## src/hw/rtl/bmh_pkg.sv

```systemverilog
package bmh_pkg;

  localparam int Depth = 256;
  localparam int KeyW = 32;
  localparam int PayW = 32;
  localparam int AddrW = $clog2(Depth);
  localparam int CntW = AddrW + 1;

  typedef enum logic [1:0] {
    ST_DONE  = 2'd0,
    ST_EMPTY = 2'd1,
    ST_FULL  = 2'd2
  } status_t;

  typedef enum logic {
    KIND_INSERT = 1'b0,
    KIND_REMOVE = 1'b1
  } kind_t;

  typedef struct packed {
    logic                   kind;
    logic signed [KeyW-1:0] key;
    logic [PayW-1:0]        payload;
  } in_item_t;

  typedef struct packed {
    logic [31:0]   removed_payload;
    logic [1:0]    status;
    logic [CntW-1:0] occupancy;
  } out_item_t;

  typedef enum logic [3:0] {
    S_IDLE,
    S_UP_RD,
    S_UP_CMP,
    S_RM_LAST,
    S_DN_RD,
    S_DN_RDR,
    S_DN_CMP,
    S_OUT
  } state_t;

  typedef struct packed {
    logic     start;
    logic     up_rd;
    logic     up_cmp;
    logic     rm_rd;
    logic     rm_last;
    logic     dn_rd;
    logic     dn_rdr;
    logic     dn_cmp;
    logic     finish;
  } cmd_t;

  typedef struct packed {
    logic is_remove;
    logic refused;
    logic up_more;
    logic dn_more;
  } sts_t;

endpackage

```

## src/hw/rtl/bmh_ctrl.sv

```systemverilog
module bmh_ctrl import bmh_pkg::*; (
  input  logic clk,
  input  logic rst_n,
  input  logic in_valid,
  output logic in_stall,
  output logic out_valid,
  input  logic out_stall,
  input  sts_t sts,
  output cmd_t cmd
);

  state_t state_r, state_nxt;

  always_ff @(posedge clk) begin
    if (!rst_n) begin
      state_r <= S_IDLE;
    end else begin
      state_r <= state_nxt;
    end
  end

  always_comb begin
    state_nxt = state_r;
    cmd = '0;
    in_stall = 1'b1;
    out_valid = 1'b0;
    unique case (state_r)
      S_IDLE: begin
        in_stall = 1'b0;
        if (in_valid) begin
          cmd.start = 1'b1;
          state_nxt = S_UP_RD;
        end
      end
      S_UP_RD: begin
        if (sts.refused) begin
          state_nxt = S_OUT;
        end else if (sts.is_remove) begin
          cmd.rm_rd = 1'b1;
          state_nxt = S_RM_LAST;
        end else if (sts.up_more) begin
          cmd.up_rd = 1'b1;
          state_nxt = S_UP_CMP;
        end else begin
          state_nxt = S_OUT;
        end
      end
      S_UP_CMP: begin
        cmd.up_cmp = 1'b1;
        state_nxt = S_UP_RD;
      end
      S_RM_LAST: begin
        cmd.rm_last = 1'b1;
        state_nxt = S_DN_RD;
      end
      S_DN_RD: begin
        if (sts.dn_more) begin
          cmd.dn_rd = 1'b1;
          state_nxt = S_DN_RDR;
        end else begin
          state_nxt = S_OUT;
        end
      end
      S_DN_RDR: begin
        cmd.dn_rdr = 1'b1;
        state_nxt = S_DN_CMP;
      end
      S_DN_CMP: begin
        cmd.dn_cmp = 1'b1;
        state_nxt = S_DN_RD;
      end
      S_OUT: begin
        out_valid = 1'b1;
        if (!out_stall) begin
          cmd.finish = 1'b1;
          state_nxt = S_IDLE;
        end
      end
      default: state_nxt = S_IDLE;
    endcase
  end

endmodule

```

## config.mk

```make
export PLATFORM = sky130hd
export DESIGN_NAME = bmh_ctrl
export DESIGN_NICKNAME = d
export VERILOG_FILES = /design/src/hw/rtl/bmh_pkg.sv /design/src/hw/rtl/bmh_ctrl.sv
export SDC_FILE = /design/constraint.sdc
export NUM_CORES = 1
export LEC_CHECK = 0
export ABC_CLOCK_PERIOD_IN_PS = 2100
export BUFFER_PORTS_ARGS = -buffer_cell sky130_fd_sc_hd__buf_4
export CELL_PAD_IN_SITES_DETAIL_PLACEMENT = 0
export CELL_PAD_IN_SITES_GLOBAL_PLACEMENT = 1
export CORE_AREA = 2 2 39 41
export CTS_BUF_LIST = sky130_fd_sc_hd__clkbuf_2 sky130_fd_sc_hd__clkbuf_4 sky130_fd_sc_hd__clkbuf_8
export DETAILED_ROUTE_END_ITERATION = 8
export DIE_AREA = 0 0 41 43
export GPL_ROUTABILITY_DRIVEN = 1
export PLACE_DENSITY = 0.6
export SYNTH_ARGS = -nofsm -noshare
export SYNTH_HDL_FRONTEND = slang
export SYNTH_SLANG_ARGS = --single-unit
```

## constraint.sdc

```tcl
create_clock -name clk -period 2.1 [get_ports clk]
set_clock_uncertainty 0.15 [all_clocks]
set_input_delay 0.21 -clock clk [delete_from_list [all_inputs] [get_ports clk]]
set_output_delay 0.21 -clock clk [all_outputs]
set_load 0.005 [all_outputs]
```

==> results.ini, run 1 <==
[sta]
final-setup-viol-count=0
fin_crit_sh=0.792
min_period_ns=1.66
rsz0062_at_grt=false
relSlewSlack=0.720
finalSetupTns_ns=0
setup_slack_ns=0.437
worstMarginPinSlew_ns=0.419
finalHoldViolations=0
slew_violations=0
max_freq_mhz=601

[route]
drt-total-wl_um=732
wl_per_cell_um=10.3
highest_layer=met3
drtIter0Drc=8
drt-pass1-iter-count=3
route.met3.wl_um=76
wl_met1_um=333
via_per_inst=4.52
vias=321
met2_length_um=323
drtAntennaViolNets=0
drc_errors=0

[pwr]
vdd_drop_max_uv=304
power.density_nw_per_um2=695
p_total_uw=295
leakagePower_uw=0.000207

[critical_path]
reg2reg_slack_ns=0.76
crit_chain=nand4bb_1 > nor3_1 > buf_4
required_ns=1.74
crit_family=flip-flops
slowest_stage=dfxtp_1
cp-start-kind=flop
cp_num_buf_inv=1
worst_setup_path_end_kind=output pin
crit_arrival_ns=1.30
crit_type=reg2out
worst-path-max-fanout=13
slowest_delay_ns=0.57

[grt]
antenna_found_initial=0
grt_pass1_wl_mm=1.10
overflow=0
grt_pass1_vias=277
grt_max_degree=14
grt_util_all_layers=0.0953

[logic_synthesis]
ys_ff_latch=3
yosysUniqueCellTypes=21
ys_seq_area_frac=0.232
synth_flop_cell=dfxtp_1
syn_area_um2=259
synth_edf_count=0
syn-num-nets=44
netlist_instances=36
synthArstFlopShare=0
yosys_warnings=0
avgSynthCellArea_um2=7.19

[clocking]
cts_tree=built
cts_sinks=3
post_cts_resized=0
post_cts_buffers=0
clkLatencyLatePin_ns=0.23
numCtsBuffers=3
root_buffer=clkbuf_4
clock_path_buffers=2
clk_pin_slew_ns=0.04
htree_levels=1
ctsHoldBuffers=0

[flow_run]
max_cap_viol_count=0

[final_layout]
syn_to_final_growth_pct=63.8
diodes=0
drive_above_1_share=0.436
top_regs=state_r: 3 flops
layout.cells.most_common=buf_4
final_cell_mix=buf_4 (18), nor2_1 (6), nand2_1 (4), clkbuf_4 (4)
final_area_um2=424
largest-register=state_r
fin_util=0.307
final_net_count=64
largest_register_ffs=3

[die]
core-area_um2=1380
die-area_um2=1760
start_util=0.187
rows=14
die_h_um=43
die_w_um=41
ioPinCount=19

[place]
portBuffers=18
place_ws_ns=0.687
place_area_um2=394
place.gp.congestion=0.618

[status]
outcome=finished, final reports clean

[hold_path]
holdCritPathClass=in2reg

[Yosys cell counts, types with 2 or more instances]
library cell  number  share of area
nor3_1             2          0.039
buf_4              2          0.058
nand3_1            3          0.058
inv_1              2          0.029
nand2_1            4          0.058
nor2_1             6          0.087
dfxtp_1            3           0.23
[stage by stage]
stage / cells / hold slack [ns]
2_1_floorplan: 36 / 0.202
3_3_place_gp: 67 / 0.339
3_5_place_dp: 67 / 0.347
4_1_cts: 71 / 0.0998
5_1_grt: 71 / 0.104
6_report: 71 / 0.103
[per-layer routing]
metal	vias up	global-route usage
met5	-	0
met3	0	0.0471
li1	166	-
met1	136	0.103
met4	0	0.0600
met2	19	0.141
[where the power goes]
| part | leakage, µW | total [µW] | internal [µW] | switching (µW) |
|---|---|---|---|---|
| Clock | 0.0000184 | 114 | 84.1 | 29.6 |
| Combinational | 0.000164 | 85.9 | 55.7 | 30.2 |
| Sequential | 0.0000249 | 95.1 | 66.4 | 28.7 |
| Total | 0.000207 | 295 | 206 | 88.6 |
[worst reg2reg max path: stages, from the launching register on]
cell and delay, ns:
dfxtp_1 0.42, or3_4 0.44, o21ai_2 0.13, o22ai_1 0.08
[worst paths after layout]
check                                start         end  cells after the start
worst min-delay path                 rst_n  state_r[2]                      2
worst min register to register  state_r[2]  state_r[1]                      2
worst max-delay path            state_r[0]      cmd[7]                      3
worst max register to register  state_r[2]  state_r[0]                      3
[logic make-up (layout without fill, tap and decap cells)]
family | Yosys count | count (layout) | synth area share
flops | 3 | 3 | 0.232
buf+inv | 5 | 24 | 0.106
compound gates | 7 | 7 | 0.213
simple gates | 21 | 21 | 0.449
[area by class of cell]
type / count / area, µm²
Fill cell: 174 / 960
Multi-Input combinational cell: 28 / 171
Timing Repair Buffer: 18 / 135
Sequential cell: 3 / 60.1
Clock buffer: 4 / 30.0
Tap cell: 16 / 20.0
Inverter: 2 / 7.51
Power figures use the tool's default switching activity.
==> run 2: changes to the inputs <==
- ABC_AREA: default -> 1
- ABC_CLOCK_PERIOD_IN_PS: 2100 -> 1450
- PLACE_DENSITY: 0.6 -> 0.66
- clock period: 2.1 -> 1.45 ns (I/O delays scaled with it)
==> results.ini, run 2 <==
[critical_path]
crit_type=reg2out  ; unchanged
cp-start-kind=flop  ; unchanged
slowest_stage=dfxtp_4  ; was dfxtp_1
worst_setup_path_end_kind=output pin  ; unchanged
slowest_delay_ns=0.35  ; was 0.57 ns
crit_chain=inv_2 > nor2_4 > nand2_2 > nor3b_2 > buf_4  ; was nand4bb_1 > nor3_1 > buf_4
crit_arrival_ns=1.08  ; was 1.30 ns
required_ns=1.15  ; was 1.74 ns
worst-path-max-fanout=4  ; was 13

[die]
ioPinCount=19  ; unchanged
rows=14  ; unchanged
die_w_um=41  ; unchanged
die-area_um2=1760  ; unchanged
core-area_um2=1380  ; unchanged
start_util=0.186  ; was 0.187
die_h_um=43  ; unchanged

[pwr]
leakagePower_uw=0.000270  ; was 0.000207 µW
power.density_nw_per_um2=982  ; was 695 nW/µm²
vdd_drop_max_uv=417  ; was 304 µV

[logic_synthesis]
avgSynthCellArea_um2=5.48  ; was 7.19 µm²
yosysUniqueCellTypes=14  ; was 21
ys_seq_area_frac=0.233  ; was 0.232
synth_top_area_frac=0.233  ; was 0.232
syn-num-nets=55  ; was 44
yosysTopAreaCell=dfxtp_1  ; unchanged
synth_edf_count=0  ; unchanged
synth_most_common_cell=nand2_1  ; was nor2_1
synth_area_leaders=dfxtp_1 (23%), nand2_1 (16%), nor2_1 (15%)  ; was dfxtp_1 (23%), nor2_1 (8.7%), nand3_1 (5.8%)
synth_flop_cell=dfxtp_1  ; unchanged
synthArstFlopShare=0  ; unchanged
yosys_warnings=0  ; unchanged
ys_ff_latch=3  ; unchanged
netlist_instances=47  ; was 36
yosys-top-cells-count=nand2_1 (11), nor2_1 (10), inv_1 (7), nand3_1 (6), dfxtp_1 (3)  ; was nor2_1 (6), nand2_1 (4), dfxtp_1 (3), nand3_1 (3)
syn_area_um2=258  ; was 259 µm²

[sta]
relSlewSlack=0.892  ; was 0.720
rsz0062_at_grt=true  ; was false
fin_crit_sh=0.951
finalHoldViolations=0  ; unchanged
hold_ws_ns=0.0446  ; was 0.103 ns
finalSetupTns_ns=0  ; unchanged
min_period_ns=1.38
slew_violations=0  ; unchanged
final-setup-viol-count=0  ; unchanged
setup_slack_ns=0.0714  ; was 0.437 ns
max_freq_mhz=725
worstMarginPinSlew_ns=0.162  ; was 0.419 ns

[final_layout]
final_cell_mix=buf_4 (19), nand2_1 (10), nor2_1 (9)  ; was buf_4 (18), nor2_1 (6), nand2_1 (4), clkbuf_4 (4)
drive_above_1_share=0.507  ; was 0.436
fin_util=0.348  ; was 0.307
syn_to_final_growth_pct=86.9  ; was 63.8%
top_regs=state_r: 3 flops  ; unchanged
largest-register=state_r  ; unchanged
final_net_count=80  ; was 64
largest_register_ffs=3  ; unchanged
layout.cells.most_common=buf_4  ; unchanged
fillCellCount=161  ; was 174
diodes=0  ; unchanged

[status]
outcome=finished, final reports clean  ; unchanged

[clocking]
cts_tree=built  ; unchanged
htree_levels=1  ; unchanged
root_buffer=clkbuf_4  ; unchanged
clk_pin_slew_ns=0.04  ; about the same
cts_sinks=3  ; unchanged
clock_path_buffers=2  ; unchanged
numCtsBuffers=3  ; unchanged
clkLatencyLatePin_ns=0.24  ; was 0.23 ns

[grt]
antenna_found_initial=0  ; unchanged
overflow=0  ; unchanged
grt_pass1_wl_mm=1.26  ; was 1.10 mm
grt_pass1_vias=326  ; was 277
grt_max_degree=8  ; was 14
grt_util_all_layers=0.106  ; was 0.0953

[route]
drtAntennaViolNets=0  ; unchanged
drt-total-wl_um=727  ; was 732 µm
wl_per_cell_um=8.36  ; was 10.3 µm
vias=361  ; was 321
drtIter0Drc=0  ; was 8
via_per_inst=4.15  ; was 4.52
drc_errors=0  ; unchanged
drt-pass1-iter-count=1  ; was 3

[hold_path]
holdCritPathClass=in2reg  ; unchanged

[flow_run]
max_cap_viol_count=0  ; unchanged

[place]
place_ws_ns=0.204  ; was 0.687 ns
portBuffers=18  ; unchanged
place.gp.congestion=0.701  ; was 0.618
dpl.hpwl_um=574

==> run 2: changes by cell type after synthesis, sizes merged, moves of 3 or more <==
cell / previous run / this run
inv: 2 / 9
nand3: 3 / 7
nor2: 6 / 11
nand2: 4 / 12
buf: 3 / 0
==> run 2: cells by family (layout without fill, tap and decap cells) <==
family / Yosys count / count (layout) / synth area share
AO/OA/AOI/OAI: 2 / 2 / 0.0388
buffers and inverters: 10 / 34 / 0.150
flip-flops: 3 / 3 / 0.233
AND/OR/NAND/NOR: 32 / 32 / 0.578
==> run 2: path summary, 6_finish.rpt <==
check	from	endpoint	slack [ns]	depth (start not counted)
hold reg to reg	state_r[0]	state_r[0]	0.45	3
setup reg to reg	state_r[0]	state_r[2]	0.30	7
setup / recovery	state_r[0]	cmd[5]	0.07	5
hold / removal	out_stall	state_r[0]	0.04	3
==> run 2: layout make-up <==
cell class | instances | area [µm²] | area share
Clock buffer | 4 | 30.0 | 0.0623
Timing Repair Buffer | 20 | 153 | 0.317
Inverter | 10 | 38.8 | 0.0805
Sequential cell | 3 | 66.3 | 0.138
Multi-Input combinational cell | 34 | 174 | 0.361
Tap cell | 16 | 20.0 | 0.0416
==> run 2: per-layer routing <==
layer,global-route usage,up-vias,wire [µm]
li1,-,190,-
met4,0.0600,0,11
met5,0,-,0
met3,0.0524,2,61
met1,0.134,155,281
met2,0.141,14,372
==> run 2: repair_timing <==
action | CTS | global route
hold buffers | 1 | 0
setup endpoints to repair | 1 | 4
endpoints found under the hold margin | 3 | 0
setup buffers | 0 | 1
resized for setup | 1 | 7
pin swaps | 0 | 0
==> run 2: stage by stage <==
| step | std cells | total power, µW | cell area [µm²] |
|---|---|---|---|
| after floorplan | 47 | 206 | 258 |
| after global placement | 81 | 285 | 413 |
| after detailed placement | 81 | 281 | 413 |
| after CTS | 86 | 459 | 454 |
| after global routing | 87 | 521 | 482 |
| final | 87 | 473 | 482 |
==> run 2: worst max-delay path: cells and delay by family, from the launching register on <==
kind                   cells  cell delay, ns
flip-flops                 1            0.35
AND/OR/NAND/NOR            3            0.31
buffers and inverters      2            0.19
==> run 2: where the power goes <==
group | switching [µW] | total (µW) | internal (µW)
Sequential | 21.4 | 122 | 101
Combinational | 94.1 | 183 | 89.4
Clock | 45.6 | 168 | 122
Total | 161 | 473 | 312
